**config.mk**
```make
export PLATFORM = sky130hd
export DESIGN_NAME = frame_stats_window_average_top_flat
export DESIGN_NICKNAME = d
export VERILOG_FILES = /design/src/hw/rtl/fswa_pkg.sv /design/src/hw/rtl/fswa_stream_if.sv /design/src/hw/rtl/fswa_divider.sv /design/src/hw/rtl/frame_stats_window_average_top.sv /design/src/flat_wrapper.sv
export VERILOG_INCLUDE_DIRS = /design/src /design/src/hw/rtl
export SDC_FILE = /design/constraint.sdc
export NUM_CORES = 2
export LEC_CHECK = 0
export ABC_CLOCK_PERIOD_IN_PS = 21000
export BUFFER_PORTS_ARGS = -buffer_cell sky130_fd_sc_hd__buf_2
export CORE_AREA = 2 2 447 626
export CTS_CLUSTER_SIZE = 24
export DETAILED_ROUTE_END_ITERATION = 7
export DIE_AREA = 0 0 449 628
export PLACE_DENSITY_LB_ADDON = 0.08
export SLEW_MARGIN = 20
export SYNTH_ARGS = -nofsm -noshare
export SYNTH_HDL_FRONTEND = slang
export SYNTH_SLANG_ARGS = --single-unit
```
**constraint.sdc**
```tcl
create_clock -name clock -period 21 [get_ports clock]
set_clock_uncertainty 0.15 [all_clocks]
set_input_delay 3.15 -clock clock [delete_from_list [all_inputs] [get_ports clock]]
set_output_delay 3.15 -clock clock [all_outputs]
set_load 0.02 [all_outputs]
```
**src/hw/rtl/frame_stats_window_average_top_macros.svh**
```systemverilog
// Assertion macros shared by the frame statistics block.
`ifndef FRAME_STATS_WINDOW_AVERAGE_TOP_MACROS_SVH
`define FRAME_STATS_WINDOW_AVERAGE_TOP_MACROS_SVH

// The expression holds at every clock edge outside reset.
`define FSWA_ASSERT_HOLDS(label, expr, msg) \
   label: assert property (@(posedge clock) disable iff (reset) (expr)) else $error(msg);

// The consequent holds in the same cycle as the antecedent.
`define FSWA_ASSERT_IMPLIES(label, ante, cons, msg) \
   label: assert property (@(posedge clock) disable iff (reset) (ante) |-> (cons)) \
      else $error(msg);

// The consequent holds in the cycle after the antecedent.
`define FSWA_ASSERT_NEXT(label, ante, cons, msg) \
   label: assert property (@(posedge clock) disable iff (reset) (ante) |=> (cons)) \
      else $error(msg);

`endif

```
**src/hw/rtl/fswa_pkg.sv**
```systemverilog
// Shared constants and payload types of the frame statistics block.
`timescale 1ns / 1ps

package fswa_pkg;

   localparam int VAL_W  = 17;
   localparam int SLOT_W = 7;
   localparam int QUO_W  = 17;

   localparam logic [VAL_W-1:0] ONE_Q16 = 17'h10000;

   typedef struct packed {
      logic [VAL_W-1:0]  sample;
      logic [SLOT_W-1:0] frame_slot;
      logic              last_sample;
   } req_payload_type;

   typedef struct packed {
      logic [VAL_W-1:0] frame_mean;
      logic [VAL_W-1:0] frame_min;
      logic [VAL_W-1:0] frame_max;
      logic [VAL_W-1:0] window_mean;
      logic [VAL_W-1:0] window_min;
      logic [VAL_W-1:0] window_max;
      logic             empty_frame;
   } rsp_payload_type;

   typedef struct packed {
      logic [VAL_W-1:0] mean;
      logic [VAL_W-1:0] minimum;
      logic [VAL_W-1:0] maximum;
   } hist_entry_type;

endpackage

```
**src/hw/rtl/fswa_stream_if.sv**
```systemverilog
// Valid/ready stream interface that carries one payload per transaction.
`timescale 1ns / 1ps

interface fswa_stream_if #(
   parameter type payload_type = logic
);
   logic        valid;
   logic        ready;
   payload_type payload;

   modport source (output valid, output payload, input ready);
   modport sink (input valid, input payload, output ready);
endinterface

```
**src/hw/rtl/fswa_divider.sv**
```systemverilog
// Restoring divider that produces a 17-bit quotient, one bit per cycle.
`timescale 1ns / 1ps

module fswa_divider
   import fswa_pkg::*;
#(
   parameter int DIVIDEND_W = 41,
   parameter int DIVISOR_W  = 25
) (
   input  logic                  clock,
   input  logic                  reset,
   input  logic                  start,
   input  logic [DIVIDEND_W-1:0] dividend,
   input  logic [DIVISOR_W-1:0]  divisor,
   output logic                  done,
   output logic [QUO_W-1:0]      quotient
);

   localparam int STEP_W = $clog2(QUO_W + 1);

   logic [DIVISOR_W-1:0] rem_ff;
   logic [DIVISOR_W-1:0] rem_in;
   logic [DIVISOR_W-1:0] dvs_ff;
   logic [QUO_W-1:0]     low_ff;
   logic [QUO_W-1:0]     quo_ff;
   logic [STEP_W-1:0]    step_ff;
   logic                 run_ff;
   logic                 done_ff;
   logic [DIVISOR_W:0]   trial;
   logic [DIVISOR_W:0]   diff;
   logic                 fits;

   always_comb begin
      trial  = {rem_ff, low_ff[QUO_W-1]};
      diff   = trial - {1'b0, dvs_ff};
      fits   = trial >= {1'b0, dvs_ff};
      rem_in = fits ? diff[DIVISOR_W-1:0] : trial[DIVISOR_W-1:0];
   end

   always_ff @(posedge clock) begin
      if (reset) begin
         run_ff  <= 1'b0;
         done_ff <= 1'b0;
         step_ff <= '0;
      end else if (start) begin
         run_ff  <= 1'b1;
         done_ff <= 1'b0;
         step_ff <= STEP_W'(QUO_W);
      end else if (run_ff) begin
         step_ff <= step_ff - 1'b1;
         if (step_ff == STEP_W'(1)) begin
            run_ff  <= 1'b0;
            done_ff <= 1'b1;
         end
      end else begin
         done_ff <= 1'b0;
      end
   end

   always_ff @(posedge clock) begin
      if (start) begin
         rem_ff <= DIVISOR_W'(dividend >> QUO_W);
         low_ff <= dividend[QUO_W-1:0];
         dvs_ff <= divisor;
         quo_ff <= '0;
      end else if (run_ff) begin
         rem_ff <= rem_in;
         low_ff <= {low_ff[QUO_W-2:0], 1'b0};
         quo_ff <= {quo_ff[QUO_W-2:0], fits};
      end
   end

   assign done     = done_ff;
   assign quotient = quo_ff;

endmodule

```
**src/hw/rtl/frame_stats_window_average_top.sv**
```systemverilog
// Top level of the frame statistics block with history window averages.
//
//   Channel | Direction | Carries
//   --------+-----------+-----------------------------------------------
//   req_if  | in        | sample, frame_slot, last_sample
//   rsp_if  | out       | frame and window mean/min/max, empty_frame
//
// A sample that is not the last of its frame updates the running statistics and leaves the block idle.
// A last sample runs through these steps in order: the frame mean in the divider, one store
// step, the history read sweep, three steps for the window averages on one shared multiplier
// and one step that loads the result.
// Reset clears the running statistics and the history valid bits at once.
// The load step stalls while the previous transaction still waits in the output register.
`timescale 1ns / 1ps
`include "frame_stats_window_average_top_macros.svh"

module frame_stats_window_average_top
   import fswa_pkg::*;
#(
   parameter int HISTORY_DEPTH     = 64,
   parameter int WINDOW_LENGTH     = 32,
   parameter int MAX_FRAME_SAMPLES = 1048576
) (
   input  logic          clock,
   input  logic          reset,
   fswa_stream_if.sink   req_if,
   fswa_stream_if.source rsp_if
);

   localparam int CNT_W      = $clog2(MAX_FRAME_SAMPLES + 1);
   localparam int SUM_W      = CNT_W + VAL_W;
   localparam int WIN_W      = $clog2(WINDOW_LENGTH + 1);
   localparam int ACC_W      = VAL_W + WIN_W;
   localparam int IDX_W      = $clog2(HISTORY_DEPTH);
   localparam int RCP_SHIFT  = ACC_W + WIN_W;
   localparam int RCP_W      = RCP_SHIFT + 1;
   localparam int PROD_W     = ACC_W + RCP_W;

   localparam logic [CNT_W-1:0]     MAX_COUNT  = CNT_W'(MAX_FRAME_SAMPLES);
   localparam logic [WIN_W-1:0]     WIN_COUNT  = WIN_W'(WINDOW_LENGTH);
   localparam logic [RCP_W-1:0]     WIN_RECIP  =
      RCP_W'(((64'd1 << RCP_SHIFT) + 64'(WINDOW_LENGTH) - 64'd1) / 64'(WINDOW_LENGTH));
   localparam logic [IDX_W-1:0]     WIN_FIRST  = IDX_W'(HISTORY_DEPTH - WINDOW_LENGTH);
   localparam logic [8:0]           SLOT_LIMIT = 9'(HISTORY_DEPTH);

   typedef enum logic [7:0] {
      ST_IDLE     = 8'b0000_0001,
      ST_DIV_MEAN = 8'b0000_0010,
      ST_STORE    = 8'b0000_0100,
      ST_SWEEP    = 8'b0000_1000,
      ST_DIV_WMEAN = 8'b0001_0000,
      ST_DIV_WMIN = 8'b0010_0000,
      ST_DIV_WMAX = 8'b0100_0000,
      ST_DONE     = 8'b1000_0000
   } state_type;

   state_type             state_ff;
   state_type             state_in;

   logic [SUM_W-1:0]      sum_ff;
   logic [CNT_W-1:0]      count_ff;
   logic [VAL_W-1:0]      min_ff;
   logic [VAL_W-1:0]      max_ff;

   logic [VAL_W-1:0]      sample_sat;
   logic [SUM_W-1:0]      sum_in;
   logic [CNT_W-1:0]      count_in;
   logic [VAL_W-1:0]      min_in;
   logic [VAL_W-1:0]      max_in;
   logic                  flag_in;

   logic [VAL_W-1:0]      job_min_ff;
   logic [VAL_W-1:0]      job_max_ff;
   logic [SLOT_W-1:0]     job_slot_ff;
   logic                  job_flag_ff;
   logic [VAL_W-1:0]      mean_ff;

   hist_entry_type        hist_mem [HISTORY_DEPTH];
   logic [HISTORY_DEPTH-1:0] hist_valid_ff;
   hist_entry_type        rd_data_ff;
   logic                  rd_hit_ff;
   logic [IDX_W-1:0]      rd_addr_ff;
   logic [WIN_W-1:0]      rd_cnt_ff;
   logic                  rd_pend_ff;
   logic                  rd_issue;
   logic                  sweep_done;
   logic [8:0]            slot_wide;
   logic [8:0]            slot_less;
   logic                  slot_ok;

   logic [ACC_W-1:0]      acc_mean_ff;
   logic [ACC_W-1:0]      acc_min_ff;
   logic [ACC_W-1:0]      acc_max_ff;
   logic [VAL_W-1:0]      win_mean_ff;
   logic [VAL_W-1:0]      win_min_ff;
   logic [VAL_W-1:0]      win_max_ff;
   logic [ACC_W-1:0]      win_operand;
   logic [PROD_W-1:0]     win_product;
   logic [VAL_W-1:0]      win_quotient;

   logic                  div_start;
   logic                  div_done;
   logic [QUO_W-1:0]      div_quotient;

   rsp_payload_type       rsp_data_ff;
   logic                  rsp_valid_ff;
   logic                  rsp_free;
   logic                  req_accept;
   logic                  req_last;

   assign req_if.ready   = (state_ff == ST_IDLE);
   assign req_accept     = req_if.valid && req_if.ready;
   assign req_last       = req_accept && req_if.payload.last_sample;
   assign rsp_free       = !rsp_valid_ff || rsp_if.ready;
   assign rsp_if.valid   = rsp_valid_ff;
   assign rsp_if.payload = rsp_data_ff;

   always_comb begin
      sample_sat = (req_if.payload.sample > ONE_Q16) ? ONE_Q16 : req_if.payload.sample;
      sum_in     = sum_ff;
      count_in   = count_ff;
      min_in     = min_ff;
      max_in     = max_ff;
      if (count_ff < MAX_COUNT) begin
         sum_in   = sum_ff + SUM_W'(sample_sat);
         count_in = count_ff + 1'b1;
         if (sample_sat > max_ff) begin
            max_in = sample_sat;
         end
         if ((sample_sat != '0) && (sample_sat < min_ff)) begin
            min_in = sample_sat;
         end
      end
      flag_in = (count_in == '0) || (count_in >= MAX_COUNT);
   end

   always_ff @(posedge clock) begin
      if (reset) begin
         sum_ff   <= '0;
         count_ff <= '0;
         min_ff   <= ONE_Q16;
         max_ff   <= '0;
      end else if (req_last) begin
         sum_ff   <= '0;
         count_ff <= '0;
         min_ff   <= ONE_Q16;
         max_ff   <= '0;
      end else if (req_accept) begin
         sum_ff   <= sum_in;
         count_ff <= count_in;
         min_ff   <= min_in;
         max_ff   <= max_in;
      end
   end

   always_ff @(posedge clock) begin
      if (req_last) begin
         job_min_ff  <= min_in;
         job_max_ff  <= max_in;
         job_slot_ff <= req_if.payload.frame_slot;
         job_flag_ff <= flag_in;
      end
   end

   assign div_start = req_last;

   fswa_divider #(
      .DIVIDEND_W (SUM_W),
      .DIVISOR_W  (CNT_W)
   ) u_divider (
      .clock    (clock),
      .reset    (reset),
      .start    (div_start),
      .dividend (sum_in),
      .divisor  (count_in),
      .done     (div_done),
      .quotient (div_quotient)
   );

   always_comb begin
      unique case (state_ff)
         ST_DIV_WMEAN: win_operand = acc_mean_ff;
         ST_DIV_WMIN:  win_operand = acc_min_ff;
         default:      win_operand = acc_max_ff;
      endcase
      win_product  = PROD_W'(win_operand) * PROD_W'(WIN_RECIP);
      win_quotient = win_product[RCP_SHIFT +: VAL_W];
   end

   always_comb begin
      state_in = state_ff;
      unique case (state_ff)
         ST_IDLE:      if (req_last) state_in = ST_DIV_MEAN;
         ST_DIV_MEAN:  if (div_done) state_in = ST_STORE;
         ST_STORE:     state_in = ST_SWEEP;
         ST_SWEEP:     if (sweep_done) state_in = ST_DIV_WMEAN;
         ST_DIV_WMEAN: state_in = ST_DIV_WMIN;
         ST_DIV_WMIN:  state_in = ST_DIV_WMAX;
         ST_DIV_WMAX:  state_in = ST_DONE;
         ST_DONE:      if (rsp_free) state_in = ST_IDLE;
         default:      state_in = ST_IDLE;
      endcase
   end

   always_ff @(posedge clock) begin
      if (reset) begin
         state_ff <= ST_IDLE;
      end else begin
         state_ff <= state_in;
      end
   end

   always_ff @(posedge clock) begin
      if ((state_ff == ST_DIV_MEAN) && div_done) begin
         mean_ff <= job_flag_ff ? '0 : div_quotient;
      end
      if (state_ff == ST_DIV_WMEAN) begin
         win_mean_ff <= win_quotient;
      end
      if (state_ff == ST_DIV_WMIN) begin
         win_min_ff <= win_quotient;
      end
      if (state_ff == ST_DIV_WMAX) begin
         win_max_ff <= win_quotient;
      end
   end

   assign slot_wide = {2'b00, job_slot_ff};
   assign slot_less = slot_wide - 9'd1;
   assign slot_ok   = (slot_wide != '0) && (slot_wide <= SLOT_LIMIT);

   assign rd_issue   = (state_ff == ST_SWEEP) && (rd_cnt_ff != WIN_COUNT);
   assign sweep_done = (state_ff == ST_SWEEP) && (rd_cnt_ff == WIN_COUNT) && !rd_pend_ff;

   always_ff @(posedge clock) begin
      if ((state_ff == ST_STORE) && slot_ok) begin
         hist_mem[slot_less[IDX_W-1:0]] <= '{mean: mean_ff, minimum: job_min_ff,
                                             maximum: job_max_ff};
      end
      if (rd_issue) begin
         rd_data_ff <= hist_mem[rd_addr_ff];
         rd_hit_ff  <= hist_valid_ff[rd_addr_ff];
      end
   end

   always_ff @(posedge clock) begin
      if (reset) begin
         hist_valid_ff <= '0;
      end else if ((state_ff == ST_STORE) && slot_ok) begin
         hist_valid_ff[slot_less[IDX_W-1:0]] <= 1'b1;
      end
   end

   always_ff @(posedge clock) begin
      if (reset) begin
         rd_cnt_ff  <= '0;
         rd_pend_ff <= 1'b0;
         rd_addr_ff <= '0;
      end else if (state_ff == ST_STORE) begin
         rd_cnt_ff  <= '0;
         rd_pend_ff <= 1'b0;
         rd_addr_ff <= WIN_FIRST;
      end else begin
         rd_pend_ff <= rd_issue;
         if (rd_issue) begin
            rd_cnt_ff  <= rd_cnt_ff + 1'b1;
            rd_addr_ff <= rd_addr_ff + 1'b1;
         end
      end
   end

   always_ff @(posedge clock) begin
      if (state_ff == ST_STORE) begin
         acc_mean_ff <= '0;
         acc_min_ff  <= '0;
         acc_max_ff  <= '0;
      end else if ((state_ff == ST_SWEEP) && rd_pend_ff && rd_hit_ff) begin
         acc_mean_ff <= acc_mean_ff + ACC_W'(rd_data_ff.mean);
         acc_min_ff  <= acc_min_ff + ACC_W'(rd_data_ff.minimum);
         acc_max_ff  <= acc_max_ff + ACC_W'(rd_data_ff.maximum);
      end
   end

   always_ff @(posedge clock) begin
      if (reset) begin
         rsp_valid_ff <= 1'b0;
      end else if ((state_ff == ST_DONE) && rsp_free) begin
         rsp_valid_ff <= 1'b1;
      end else if (rsp_if.ready) begin
         rsp_valid_ff <= 1'b0;
      end
   end

   always_ff @(posedge clock) begin
      if ((state_ff == ST_DONE) && rsp_free) begin
         rsp_data_ff.frame_mean  <= mean_ff;
         rsp_data_ff.frame_min   <= job_min_ff;
         rsp_data_ff.frame_max   <= job_max_ff;
         rsp_data_ff.window_mean <= win_mean_ff;
         rsp_data_ff.window_min  <= win_min_ff;
         rsp_data_ff.window_max  <= win_max_ff;
         rsp_data_ff.empty_frame <= job_flag_ff;
      end
   end

   `FSWA_ASSERT_NEXT(a_last_div, req_last, state_ff == ST_DIV_MEAN, "Divide not started.")
   `FSWA_ASSERT_IMPLIES(a_rsp, $rose(rsp_valid_ff), $past(state_ff) == ST_DONE, "Stray result.")
   `FSWA_ASSERT_HOLDS(a_sweep_bound, rd_cnt_ff <= WIN_COUNT, "Sweep past window.")
   `FSWA_ASSERT_HOLDS(a_min_range, (min_ff != '0) && (min_ff <= ONE_Q16), "Minimum left range.")

endmodule

```
**src/flat_wrapper.sv**
```systemverilog
// flat-port wrapper written by rule: the top's interface ports become plain ports
module frame_stats_window_average_top_flat import fswa_pkg::*;
#(
   parameter int HISTORY_DEPTH     = 64,
   parameter int WINDOW_LENGTH     = 32,
   parameter int MAX_FRAME_SAMPLES = 1048576
)
  (clock, reset, req_if_valid, req_if_payload, req_if_ready, rsp_if_valid, rsp_if_payload, rsp_if_ready);
  fswa_stream_if #(.payload_type(req_payload_type)) req_if_i ();
  fswa_stream_if #(.payload_type(rsp_payload_type)) rsp_if_i ();
  input  logic clock;
  input  logic reset;
  input wire logic [$bits(req_if_i.valid)-1:0] req_if_valid;
  input wire logic [$bits(req_if_i.payload)-1:0] req_if_payload;
  output wire logic [$bits(req_if_i.ready)-1:0] req_if_ready;
  output wire logic [$bits(rsp_if_i.valid)-1:0] rsp_if_valid;
  output wire logic [$bits(rsp_if_i.payload)-1:0] rsp_if_payload;
  input wire logic [$bits(rsp_if_i.ready)-1:0] rsp_if_ready;
  assign req_if_i.valid = req_if_valid;
  assign req_if_i.payload = req_if_payload;
  assign req_if_ready = req_if_i.ready;
  assign rsp_if_valid = rsp_if_i.valid;
  assign rsp_if_payload = rsp_if_i.payload;
  assign rsp_if_i.ready = rsp_if_ready;
  frame_stats_window_average_top #(.HISTORY_DEPTH(HISTORY_DEPTH), .WINDOW_LENGTH(WINDOW_LENGTH), .MAX_FRAME_SAMPLES(MAX_FRAME_SAMPLES)) u_core (.clock(clock), .reset(reset), .req_if(req_if_i), .rsp_if(rsp_if_i));
endmodule
```
==> results.yml <==
status:
  status: "finished clean"
global_route:
  grt_max_degree: 133
  antenna_found_initial: 13
  grt-ovfl-total: 0
  grt_util_all_layers_pct: 30.0
  grt_first_pass_wirelength_um: 591000
  grt_pass1_vias: 76700
routing:
  drtPass1Iterations: 5
  vias: 76600
  drtIter0Drc: 9965
  wire_per_inst_um: 36.3
  ant_nets: 0
  via_per_inst: 6.56
  drc_errors: 0
  finalWirelength_um: 424000
timing:
  slew_headroom_pct: 19.2
  period_share_pct: 32.5
  setup_viol: 0
  rsz0062_at_grt: "false"
  fmax_mhz: 147
  tightest_slew_ns: 1.21
  finalHoldViolations: 0
  fin_crit_ns: 6.82
  fin_tns_setup_ns: 0
  maxSlewViolCount: 0
  holdWs_ns: 0.267
placement:
  gp_congestion: 0.866
  placed_area_um2: 158000
  numPortBuffers: 133
  dp_hpwl_um: 243000
setup_path:
  regToRegSetupSlack_ns: 14.18
  crit_path_start_kind: "flop"
  reg2reg_depth: 8
  critical_path_class: "flop to flop"
  crit_arrival_ns: 7.31
  end_kind: "flop"
  cp_max_fo: 48
  cp.required_ns: 21.48
  timing.rr.start: "u_core.rd_addr_ff[0]$_SDFFE_PP0P_"
  worstReg2RegEnd: "u_core.rd_data_ff[28]$_DFFE_PP_"
yosys:
  synth-compound-area-share_pct: 2.02
  ys_warn_count: 0
  synth-simple-area-share_pct: 3.04
  synth_xor_area_share_pct: 0.920
  synth_edf_count: 3588
  ys_seq_elements: 3857
  synth.avg_cell_area_um2: 20.8
  synth_area_leaders: "edfxtp_1, mux4_2, dfxtp_1"
  synth_area_um2: 151000
  synth_most_common_cell: "edfxtp_1"
  synth_common_cells: "edfxtp_1, mux4_2, nor2_1"
  ys_types: 81
  synthCells: 7282
  synth_ff_type: "edfxtp_1"
  synth_fp_nets: 7445
  synth_mux_area_share_pct: 16.9
  ys_seq_area_share_pct: 74.7
  synth_top_area_cell: "edfxtp_1"
  synthAdderAreaFrac_pct: 1.13
  synth_top_area_share_pct: 71.2
  synthArstFlopShare_pct: 0
  synth_top_family_by_area: "multiplexers"
clocking:
  cts_buffers: 361
  clock_latency_ns: 0.89
  cts_sinks: 3857
  htreeDepth: 5
  cts-root-buf: "clkbuf_16"
  clockBufferDepth: 4
  tritoncts: "done"
  cts_setup_buffers: 0
  cts_resized: 0
  clk_pin_slew_ns: 0.06
  cts_hold_buf: 0
floorplan:
  row_count: 229
  ioPinCount: 134
  die_w_um: 449
  design.die.area_um2: 282000
  die_h_um: 628
  core_um2: 277000
  start_util_pct: 54.7
finish:
  fin_area_um2: 169000
  multi_input_area_um2: 36900
  area_delta_synth_final_pct: 12.0
  seq_area_um2: 113000
  n_fill_cell: 19500
  nets: 7837
  layout-drive-gt1-share_pct: 26.8
power_and_ir_drop:
  p_leak_nw: 52.4
  cellPowerDensity_nw_per_um2: 91.2
  peakVddDrop_v: 0.0000650
hold_path:
  min_from: "u_core.win_min_ff[8]$_DFFE_PN_"
  hp-class: "flop to flop"
  hold_depth: 0
  min_to: "u_core.rsp_if.payload[26]$_DFFE_PP_"
job:
  cap_violations: 0
## worst max path at each step
| stage | depth (start not counted) | from | to | slack (ns) |
|---|---|---|---|---|
| after floorplan | 2 | rsp_if_ready | u_core.rsp_if.payload[0]$_DFFE_PP_ | 12.44 |
| after global placement | 14 | req_if_payload[19] | u_core.u_divider.rem_ff[13]$_DFFE_PP_ | 13.96 |
| after detailed placement | 8 | u_core.rd_addr_ff[0]$_SDFFE_PP0P_ | u_core.rd_data_ff[28]$_DFFE_PP_ | 13.93 |
| after CTS | 8 | u_core.rd_addr_ff[0]$_SDFFE_PP0P_ | u_core.rd_data_ff[28]$_DFFE_PP_ | 13.90 |
| after global routing | 8 | u_core.rd_addr_ff[0]$_SDFFE_PP0P_ | u_core.rd_data_ff[28]$_DFFE_PP_ | 13.49 |
| final | 8 | u_core.rd_addr_ff[0]$_SDFFE_PP0P_ | u_core.rd_data_ff[28]$_DFFE_PP_ | 14.18 |
## worst max-delay path: stages (launching register included)
cell and delay [ns]:
dfxtp_4 0.85, buf_4 0.84, buf_4 0.67, buf_4 0.70, buf_4 0.73, buf_4 0.84, mux4_2 0.61, mux4_2 0.52
mux4_2 0.45
## area by class of cell
class                   count  area share (%)
inverters                 107           0.240
flip-flops and latches   3857            66.8
diodes                     10          0.0148
multi-input cells        2957            21.8
well taps                3696            2.73
repair buffers            390            1.56
clock inverters           215            1.24
clock buffers             445            5.68
## stage by stage
stage / util (%) / instances / power, mW / worst slack, ns
floorplan: - / 7282 / 8.90 / 12.44
global placement: 57.0 / 11000 / 9.04 / 13.96
detailed placement: 57.0 / 11000 / 9.05 / 13.93
CTS: 61.2 / 11700 / 15.5 / 13.90
global route: 61.2 / 11700 / 15.9 / 13.49
finish: 61.2 / 11700 / 15.5 / 14.18
## cell usage in the layout (no fill, tap or decap), types with 13 or more instances in the layout
cell type,instances
a211oi_1,31
a21o_1,35
a21oi_1,167
a22oi_1,23
a31oi_1,18
and2_1,13
and3_1,14
buf_2,133
buf_4,253
bufinv_16,36
clkbuf_1,65
clkbuf_16,369
clkinv_1,58
clkinv_2,71
clkinvlp_4,19
dfxtp_1,262
edfxtp_1,3588
ha_1,129
inv_1,106
inv_6,17
mux2i_1,95
mux4_2,1092
nand2_1,254
nand2b_1,28
nand3_1,57
nand4_1,28
nor2_1,323
nor2_4,64
nor2b_1,41
nor3_1,56
nor4_1,22
nor4b_1,14
o21a_1,20
o21ai_0,96
or3_1,14
xnor2_1,114
xor2_1,45
## power breakdown
group          switching [mW]  internal (mW)  leakage [nW]
clock network            2.85           3.72          5.73
registers              0.0298           8.42          34.4
logic                   0.307          0.136          12.3
total                    3.19           12.3          52.4
## registers in the layout, summed over array words and instances, names as in the netlist, 21 cells and up
register                 cells
u_core.acc_max_ff           22
u_core.acc_mean_ff          22
u_core.acc_min_ff           22
u_core.count_ff             21
u_core.hist_mem           3264
u_core.hist_valid_ff        64
u_core.rd_data_ff           51
u_core.rsp_if.payload      103
u_core.sum_ff               38
u_core.u_divider.dvs_ff     21
u_core.u_divider.rem_ff     21
## routing by layer
layer / track usage [%] / up-vias / share of wire [%]
li1: - / 30800 / -
met1: 39.6 / 41300 / 37
met2: 51.5 / 3749 / 51
met3: 3.89 / 763 / 7.4
met4: 11.0 / 0 / 4.1
met5: 0 / - / 0
## logic make-up (layout without fill, tap and decap cells)
group | Yosys count | after routing
flip-flops | 3857 | 3857
multiplexers | 1191 | 1191
AND/OR/NAND/NOR | 990 | 990
AO/OA/AOI/OAI | 483 | 483
buffers and inverters | 468 | 1157
XOR/XNOR | 159 | 159
adder cells (fa/ha/maj) | 134 | 134
other | 0 | 10
Power figures use the tool's default switching activity.
